### src/rtl/hkf_pkg.sv
`timescale 1ns / 1ps
package hkf_pkg;

  // Q3.12 angle constants
  localparam logic signed [35:0] AngPi    = 36'sd12868;
  localparam logic signed [35:0] AngTwoPi = 36'sd25736;
  localparam logic [31:0]        VarOne   = 32'd65536;

  localparam int MulSteps = 32;
  localparam int DivSteps = 17;
  localparam int CntW     = $clog2(MulSteps + 1);

  localparam logic [1:0] CmdGyro  = 2'd0;
  localparam logic [1:0] CmdMeas  = 2'd1;
  localparam logic [1:0] CmdCheck = 2'd2;
  localparam logic [1:0] CmdRsvd  = 2'd3;

  localparam logic [1:0] RegMeasVar = 2'd0;
  localparam logic [1:0] RegProcVar = 2'd1;
  localparam logic [1:0] RegTimeout = 2'd2;
  localparam logic [1:0] RegDecl    = 2'd3;

  typedef enum logic [5:0] {
    S_IDLE = 6'b000001,
    S_GMUL = 6'b000010,
    S_GFIN = 6'b000100,
    S_DIV  = 6'b001000,
    S_HMUL = 6'b010000,
    S_VMUL = 6'b100000
  } state_t;

  function automatic logic signed [15:0] sat16(input logic signed [35:0] v);
    if (v > 36'sd32767) begin
      return 16'sh7fff;
    end else if (v < -36'sd32768) begin
      return 16'sh8000;
    end else begin
      return v[15:0];
    end
  endfunction

endpackage

### src/rtl/heading_kalman_filter.sv
`timescale 1ns / 1ps
// Channel   Dir  Handshake            Payload
// s_*       in   s_tvalid/s_tready    tuser: cmd; tdata: time_now, yaw_rate, mag_heading
// m_*       out  m_tvalid/m_tready    tdata: fused_heading, mag_echo, heading_variance
// apb       in   psel/penable/pready  four registers at byte addresses 0, 4, 8, 12
//
// Sequencing: check, init and no-prediction items finish in the idle state; a gyro item on
//   an initialized filter runs one bit-serial shift-add multiplier (32 steps), then a finish;
//   a measurement update runs a 17-step restoring divider for the gain,
//   then two 32-step passes of the same multiplier, each with a finishing step.
// Reset: rst is synchronous; all filter state and registers return to defaults.
// Stalls: a finished result waits in the output register; the next item is taken
//   meanwhile, and only an update that must emit a second result holds.
module heading_kalman_filter (
  input  logic        clk,
  input  logic        rst,
  input  logic        s_tvalid,
  output logic        s_tready,
  input  logic [63:0] s_tdata,   // [31:0] time_now, [47:32] yaw_rate, [62:48] mag_heading
  input  logic [1:0]  s_tuser,   // [1:0] cmd
  output logic        m_tvalid,
  input  logic        m_tready,
  output logic [63:0] m_tdata,   // [15:0] fused_heading, [30:16] mag_echo,
                                 // [62:31] heading_variance
  input  logic        psel,
  input  logic        penable,
  input  logic        pwrite,
  input  logic [3:0]  paddr,
  input  logic [31:0] pwdata,
  output logic [31:0] prdata,
  output logic        pready
);

  hkf_pkg::state_t state;

  // configuration
  logic [31:0]        meas_var, proc_var, timeout_lim;
  logic signed [15:0] decl;

  // filter state
  logic signed [15:0] heading, pred_heading, heading_blend;
  logic [31:0]        variance, pred_var;
  logic [31:0]        last_gyro, last_meas;
  logic               gyro_seen, meas_seen, initialized, pred_ready;

  // working registers
  logic signed [14:0] meas_q;
  logic signed [16:0] innov;
  logic [32:0]        div_sum, div_rem;
  logic [16:0]        div_bits, gain;
  logic [hkf_pkg::CntW-1:0] cnt;
  logic signed [17:0] mul_a;
  logic signed [18:0] mul_hi;
  logic [31:0]        mul_lo;

  // output register
  logic               out_valid;
  logic signed [15:0] out_compass;
  logic signed [14:0] out_raw;
  logic [31:0]        out_var;

  logic               accept, wr_en, mul_last, div_last, out_free, out_load;
  logic [31:0]        in_time, dt;
  logic signed [15:0] in_rate;
  logic signed [14:0] in_meas;
  logic [32:0]        var_sum, grow;
  logic [48:0]        div_num;
  logic signed [16:0] innov_in;
  logic signed [18:0] mul_sum;
  logic signed [50:0] mul_prod, prod_rnd;
  logic signed [34:0] prod_q16;
  logic signed [35:0] pred_sum, pred_wrap1, pred_wrap2, blend_sum, comp_diff;
  logic [33:0]        div_trial, div_diff;
  logic               div_ge, innov_big;

  assign s_tready = (state == hkf_pkg::S_IDLE);
  assign accept   = s_tvalid & s_tready;
  assign in_time  = s_tdata[31:0];
  assign in_rate  = s_tdata[47:32];
  assign in_meas  = s_tdata[62:48];
  assign dt       = in_time - last_gyro;
  assign out_free = ~out_valid | m_tready;
  assign out_load = (state == hkf_pkg::S_VMUL) &&
                    (cnt == hkf_pkg::CntW'(hkf_pkg::MulSteps)) && out_free;

  // gain dividend: (P << 16) + (P + R) / 2
  assign var_sum  = {1'b0, pred_var} + {1'b0, meas_var};
  assign div_num  = {1'b0, pred_var, 16'd0} + {17'd0, var_sum[32:1]};
  assign innov_in = 17'(in_meas) - 17'(pred_heading);

  // shift-add step: signed multiplicand, multiplier bits from the low end
  assign mul_sum  = mul_hi + (mul_lo[0] ? 19'(mul_a) : 19'sd0);
  assign mul_prod = {mul_hi, mul_lo};
  assign prod_rnd = mul_prod + 51'sd32768;
  assign prod_q16 = prod_rnd[50:16];
  assign mul_last = (cnt == hkf_pkg::CntW'(hkf_pkg::MulSteps - 1));

  // restoring divider step
  assign div_trial = {div_rem, div_bits[16]};
  assign div_diff  = div_trial - {1'b0, div_sum};
  assign div_ge    = (div_sum != 33'd0) && (div_trial >= {1'b0, div_sum});
  assign div_last  = (cnt == hkf_pkg::CntW'(hkf_pkg::DivSteps - 1));

  // prediction: advance, wrap once into +-pi, saturate
  assign pred_sum   = 36'(heading) + 36'(prod_q16);
  assign pred_wrap1 = (pred_sum > hkf_pkg::AngPi) ? pred_sum - hkf_pkg::AngTwoPi : pred_sum;
  assign pred_wrap2 = (pred_wrap1 < -hkf_pkg::AngPi) ? pred_wrap1 + hkf_pkg::AngTwoPi
                                                     : pred_wrap1;
  assign grow       = {1'b0, variance} + {1'b0, proc_var};

  assign blend_sum = 36'(pred_heading) + 36'(prod_q16);
  assign innov_big = (36'(innov) > hkf_pkg::AngPi) || (36'(innov) < -hkf_pkg::AngPi);
  assign comp_diff = 36'(heading_blend) - 36'(decl);

  // configuration port
  assign pready = 1'b1;
  assign wr_en  = psel & penable & pwrite & pready;

  always_comb begin
    unique case (paddr[3:2])
      hkf_pkg::RegMeasVar: prdata = meas_var;
      hkf_pkg::RegProcVar: prdata = proc_var;
      hkf_pkg::RegTimeout: prdata = timeout_lim;
      hkf_pkg::RegDecl:    prdata = 32'(decl);
      default:             prdata = 32'd0;
    endcase
  end

  always_ff @(posedge clk) begin
    if (rst) begin
      meas_var     <= 32'd655360;
      proc_var     <= 32'd655;
      timeout_lim  <= 32'd32768;
      decl         <= 16'sd0;
    end else if (wr_en) begin
      unique case (paddr[3:2])
        hkf_pkg::RegMeasVar: meas_var    <= pwdata;
        hkf_pkg::RegProcVar: proc_var    <= pwdata;
        hkf_pkg::RegTimeout: timeout_lim <= pwdata;
        hkf_pkg::RegDecl:    decl        <= pwdata[15:0];
        default: ;
      endcase
    end
  end

  // output beat valid: set on a commit, drop once the beat is taken
  always_ff @(posedge clk) begin
    if (rst) begin
      out_valid <= 1'b0;
    end else if (out_load) begin
      out_valid <= 1'b1;
    end else if (m_tready) begin
      out_valid <= 1'b0;
    end
  end

  always_ff @(posedge clk) begin
    if (rst) begin
      state        <= hkf_pkg::S_IDLE;
      heading      <= 16'sd0;
      variance     <= 32'd0;
      pred_heading <= 16'sd0;
      pred_var     <= 32'd0;
      last_gyro    <= 32'd0;
      last_meas    <= 32'd0;
      gyro_seen    <= 1'b0;
      meas_seen    <= 1'b0;
      initialized  <= 1'b0;
      pred_ready   <= 1'b0;
      cnt          <= '0;
    end else begin
      unique case (state)
        hkf_pkg::S_IDLE: begin
          cnt <= '0;
          if (accept) begin
            unique case (s_tuser)
              hkf_pkg::CmdGyro: begin
                gyro_seen <= 1'b1;
                last_gyro <= in_time;
                if (initialized) begin
                  mul_a  <= 18'(in_rate);
                  mul_hi <= 19'sd0;
                  mul_lo <= dt;
                  state  <= hkf_pkg::S_GMUL;
                end
              end
              hkf_pkg::CmdMeas: begin
                last_meas <= in_time;
                meas_q    <= in_meas;
                if (!meas_seen) begin
                  heading     <= 16'(in_meas);
                  variance    <= hkf_pkg::VarOne;
                  initialized <= 1'b1;
                  meas_seen   <= 1'b1;
                end else if (pred_ready) begin
                  innov    <= innov_in;
                  div_sum  <= var_sum;
                  div_rem  <= div_num[48:16] >> 1;
                  div_bits <= div_num[16:0];
                  gain     <= 17'd0;
                  state    <= hkf_pkg::S_DIV;
                end
              end
              hkf_pkg::CmdCheck: begin
                if (gyro_seen && (in_time - last_gyro) > timeout_lim) begin
                  gyro_seen <= 1'b0;
                end
                if (meas_seen && (in_time - last_meas) > timeout_lim) begin
                  meas_seen   <= 1'b0;
                  initialized <= 1'b0;
                end
              end
              default: ;
            endcase
          end
        end
        hkf_pkg::S_GMUL: begin
          mul_hi <= {mul_sum[18], mul_sum[18:1]};
          mul_lo <= {mul_sum[0], mul_lo[31:1]};
          cnt    <= cnt + 1'b1;
          if (mul_last) begin
            state <= hkf_pkg::S_GFIN;
          end
        end
        hkf_pkg::S_GFIN: begin
          pred_heading <= hkf_pkg::sat16(pred_wrap2);
          pred_var     <= grow[32] ? 32'hffff_ffff : grow[31:0];
          pred_ready   <= 1'b1;
          state        <= hkf_pkg::S_IDLE;
        end
        hkf_pkg::S_DIV: begin
          div_rem  <= div_ge ? div_diff[32:0] : div_trial[32:0];
          div_bits <= {div_bits[15:0], 1'b0};
          gain     <= {gain[15:0], div_ge};
          if (div_last) begin
            // gain complete: load the innovation times gain product
            mul_a  <= 18'(innov);
            mul_hi <= 19'sd0;
            mul_lo <= {15'd0, gain[15:0], div_ge};
            cnt    <= '0;
            state  <= hkf_pkg::S_HMUL;
          end else begin
            cnt <= cnt + 1'b1;
          end
        end
        hkf_pkg::S_HMUL: begin
          if (cnt != hkf_pkg::CntW'(hkf_pkg::MulSteps)) begin
            mul_hi <= {mul_sum[18], mul_sum[18:1]};
            mul_lo <= {mul_sum[0], mul_lo[31:1]};
            cnt    <= cnt + 1'b1;
          end else begin
            heading_blend <= innov_big ? 16'(meas_q) : hkf_pkg::sat16(blend_sum);
            mul_a  <= 18'(18'sd65536 - 18'(gain));
            mul_hi <= 19'sd0;
            mul_lo <= pred_var;
            cnt    <= '0;
            state  <= hkf_pkg::S_VMUL;
          end
        end
        hkf_pkg::S_VMUL: begin
          if (cnt != hkf_pkg::CntW'(hkf_pkg::MulSteps)) begin
            mul_hi <= {mul_sum[18], mul_sum[18:1]};
            mul_lo <= {mul_sum[0], mul_lo[31:1]};
            cnt    <= cnt + 1'b1;
          end else if (out_load) begin
            // posterior is ready: commit state and load the output beat
            heading     <= heading_blend;
            variance    <= prod_rnd[47:16];
            pred_ready  <= 1'b0;
            out_compass <= hkf_pkg::sat16(comp_diff);
            out_raw     <= meas_q;
            out_var     <= prod_rnd[47:16];
            state       <= hkf_pkg::S_IDLE;
          end
        end
        default: state <= hkf_pkg::S_IDLE;
      endcase
    end
  end

  assign m_tvalid = out_valid;
  assign m_tdata  = {1'b0, out_var, out_raw, out_compass};

`ifndef SYNTH
  a_state_onehot: assert property (@(posedge clk) disable iff (rst) $onehot(state))
    else $error("state not one-hot");
  a_out_from_vmul: assert property (@(posedge clk) disable iff (rst)
    $rose(m_tvalid) |-> $past(state == hkf_pkg::S_VMUL))
    else $error("result beat not from update");
  a_div_count: assert property (@(posedge clk) disable iff (rst)
    (state == hkf_pkg::S_DIV) |-> (cnt < hkf_pkg::CntW'(hkf_pkg::DivSteps)))
    else $error("divider overran");
  a_gyro_init: assert property (@(posedge clk) disable iff (rst)
    (state == hkf_pkg::S_GMUL) |-> initialized)
    else $error("prediction without initialization");
`endif

endmodule
### config.mk
export PLATFORM = sky130hd
export DESIGN_NAME = heading_kalman_filter
export DESIGN_NICKNAME = d
export VERILOG_FILES = /design/src/rtl/hkf_pkg.sv /design/src/rtl/heading_kalman_filter.sv
export SDC_FILE = /design/constraint.sdc
export NUM_CORES = 2
export LEC_CHECK = 0
export BUFFER_PORTS_ARGS = -buffer_cell sky130_fd_sc_hd__buf_2
export CORE_MARGIN = 2
export CORE_UTILIZATION = 50
export CTS_BUF_LIST = sky130_fd_sc_hd__clkbuf_8 sky130_fd_sc_hd__clkbuf_16
export CTS_CLUSTER_SIZE = 12
export DETAILED_ROUTE_END_ITERATION = 8
export HOLD_SLACK_MARGIN = 0.06
export PLACE_DENSITY = 0.75
export SYNTH_ARGS = -nofsm -noshare
export SYNTH_HDL_FRONTEND = slang
export SYNTH_SLANG_ARGS = --single-unit
### constraint.sdc
create_clock -name clk -period 9.15 [get_ports clk]
set_input_delay 1.83 -clock clk [delete_from_list [all_inputs] [get_ports clk]]
set_output_delay 1.83 -clock clk [all_outputs]
set_load 0.01 [all_outputs]
==> results.py <==
metrics = {
    "outcome": {
        "status": "finished, final reports clean",
    },
    "setup_path": {
        "crit_path_max_fanout": 15,
        "setup.worst_path.start": "mul_lo[18]",
        "critical_path.startpoint_type": "flip-flop",
        "critPathTopFamily": "simple AND/OR/NAND/NOR gates",
        "cp.arrival_ps": 9270,
        "critical_path_class": "reg2reg",
        "slowest_delay_ps": 550,
        "path_buf_inv": 4,
        "cp_common_cell": "buf_4",
        "crit_path_end_kind": "flip-flop",
        "timing.rr.start": "mul_lo[18]",
        "cp_data_required_time_ps": 9660,
        "cpMaxStageDelayCell": "or4b_1",
    },
    "synthesis": {
        "synth_top_area_frac": 0.2081,
        "ys_warn_count": 0,
        "syn-cell-area_sq_um": 40260,
        "synth_edf_count": 279,
        "postSynthAreaPerCell_sq_um": 8.599,
        "yosys-top-cells-area": "edfxtp_1 (21%), dfxtp_1 (14%), ha_1 (10%)",
        "synth_cells": 4682,
        "async_reset_ff_frac": 0,
        "synth_top_area_cell": "edfxtp_1",
        "synthesis.nets": 5135,
        "yosysSeqAreaShare": 0.3513,
        "synth.distinct_cells": 94,
        "ys_seq_elements": 567,
        "synth-main-ff-cell": "dfxtp_1",
    },
    "sta": {
        "tightest_slew_ps": 1246,
        "post-route-period-util": 0.9578,
        "slew_headroom": 0.1695,
        "max_freq_mhz": 114.1,
        "setup_tns_ps": 0,
        "finalHoldViolations": 0,
        "min_period_ps": 8764,
        "setup_viol": 0,
        "fin_skew_ps": 48.58,
        "hold_ws_ps": 450.5,
        "drv_slew": 0,
    },
    "min_path": {
        "min_from": "last_gyro[9]",
        "hold_path.class": "reg2reg",
    },
    "global_routing": {
        "antenna_found_initial": 11,
        "met3_usage": 0.04548,
        "grt_pass1_vias": 33360,
        "grt_use_met2": 0.4457,
        "grt_max_degree": 105,
        "gr-usage-all-layers": 0.3058,
        "grt_overflow": 0,
        "grt_pass1_wl_microns": 195600,
        "grtUsageMet1": 0.4364,
        "grt.busiest_layer": "met2",
    },
    "layout": {
        "final_area_sq_um": 44970,
        "drive_gt1_frac": 0.1131,
        "nFillCells": 7183,
        "fin_nets": 5338,
        "syn_to_final_growth_pct": 11.68,
    },
    "detailed_routing": {
        "wirelength_microns": 130900,
        "via_per_inst": 6.137,
        "wl_per_cell_microns": 21.80,
        "via_count": 36840,
        "drcViolationCount": 0,
        "dr.pass1.iters": 8,
        "ant_nets": 0,
        "drt_iter0_drc": 4160,
    },
    "clock_tree": {
        "cts_buffer_depth": 3,
        "clockRootBuffer": "clkbuf_16",
        "postCtsHoldBufs": 0,
        "cts_tree": "built",
        "cts_made_buffers": 61,
        "cts.htree.levels": 2,
        "clkTransAtPathRegs_ps": 60,
        "cts.sink_count": 567,
        "clk_latency_ps": 660,
    },
    "place": {
        "gp_congestion": 0.9784,
        "dp_hpwl_microns": 101200,
        "postPlaceCellArea_sq_um": 42870,
        "io_buffers": 202,
    },
    "floorplan": {
        "design.core.area_sq_um": 80160,
        "chipWidth_microns": 287.8,
        "die-area_sq_um": 82810,
        "pin_count": 208,
        "start_util": 0.5023,
        "fp.dieH_microns": 287.8,
        "row_count": 104,
    },
    "power": {
        "p_leak_nw": 17.77,
        "p_per_area_nw_per_um2": 140.3,
        "peakVddDrop_mv": 0.1271,
    },
    "run": {
        "cap_violations": 0,
    },
}
==> area by class of cell <==
class / instances / area [sq um] / share of cell area
Sequential cell: 567 / 14140 / 0.3145
Antenna cell: 9 / 22.52 / 0.0005009
Clock buffer: 73 / 1714 / 0.03812
Clock inverter: 39 / 256.5 / 0.005704
Multi-Input combinational cell: 3626 / 24380 / 0.5423
Timing Repair Buffer: 324 / 1974 / 0.04391
Tap cell: 1060 / 1326 / 0.02950
Inverter: 305 / 1145 / 0.02546
==> logic make-up (layout without fill, tap and decap cells) <==
kind of cell | after synthesis | count (layout) | synth area share
flip-flops | 567 | 567 | 0.3513
AND/OR/NAND/NOR | 1614 | 1614 | 0.1886
buffers and inverters | 489 | 741 | 0.04664
multiplexers | 88 | 88 | 0.03219
adder cells (fa/ha/maj) | 344 | 344 | 0.1090
AO/OA/AOI/OAI | 1249 | 1249 | 0.2006
XOR/XNOR | 329 | 329 | 0.07157
other | 2 | 11 | 0.0001865
==> cells in the final DEF, fill, tap and decap left out, types with 34 or more instances in the layout <==
cell type,n
o21bai_1,51
o21a_1,34
clkbuf_16,63
or2_2,36
a21oi_1,420
nand2_1,594
buf_4,119
nor2b_1,41
ha_1,331
buf_2,201
a211oi_1,72
a31oi_1,50
xor2_1,100
and3_1,35
a21o_1,91
mux2i_1,44
a22oi_1,61
nor3_1,87
o21ai_0,196
inv_1,320
xnor2_1,229
nand4_1,47
and2_1,73
dfxtp_1,288
or3_1,41
nand2b_1,52
nor2_1,363
edfxtp_1,279
nand3_1,118
==> tightest hold or removal path, cell delays in order (launching register included) <==
cell	delay, ps
dfxtp_1	310
nand2_1	50
a21oi_1	50
==> layer usage <==
metal	routed length, microns	share of wire
met5	8	0.000061
met4	7679	0.059
met3	13790	0.11
met2	54540	0.42
met1	54860	0.42
==> cells in the mapped netlist (all sizes together), types with 41 or more instances <==
master,count
a21o,91
a22oi,61
nand4,47
nor2,369
or3,44
a211oi,74
nand2,595
clkbuf,149
xnor2,229
nand3,118
nor3,91
a21oi,422
o21ai,203
ha,333
xor2,100
o21bai,51
nand2b,52
mux2i,44
nor2b,41
and2,73
a31oi,50
dfxtp,288
inv,304
edfxtp,279
==> timing repair <==
action                     in CTS  in global routing
setup endpoints to repair       0                 15
gates resized for setup         0                 15
setup buffers                   0                  5
==> sequential cells by signal (all words and copies together), names as in the netlist, 32 cells and up <==
| signal | flops |
|---|---|
| div_rem | 33 |
| div_sum | 33 |
| last_gyro | 32 |
| last_meas | 32 |
| meas_var | 32 |
| mul_lo | 32 |
| out_var | 32 |
| pred_var | 32 |
| proc_var | 32 |
| timeout_lim | 32 |
| variance | 32 |
==> through the flow <==
stage / instances / worst slack [ps] / utilization / power [mW]
floorplan: 4682 / 522.6 / - / 3.501
global placement: 5877 / 279.1 / 0.5349 / 3.841
detailed placement: 5877 / 170.0 / 0.5349 / 3.854
CTS: 5989 / 105.3 / 0.5594 / 6.274
global route: 6002 / -46.29 / 0.5609 / 6.503
finish: 6003 / 385.8 / 0.5610 / 6.307
==> power by group <==
| part | switching [mW] | internal, mW |
|---|---|---|
| clock | 1.08 | 1.38 |
| sequential | 0.0346 | 2.69 |
| combinational | 0.694 | 0.426 |
==> path summary, 6_finish.rpt <==
kind	end	slack, ps	cells after the start
setup / recovery	pred_heading[7]	390	34
hold / removal	last_gyro[9]	450	2
setup reg to reg	pred_heading[7]	390	34
hold reg to reg	last_gyro[9]	450	2
Power figures use the tool's default switching activity.
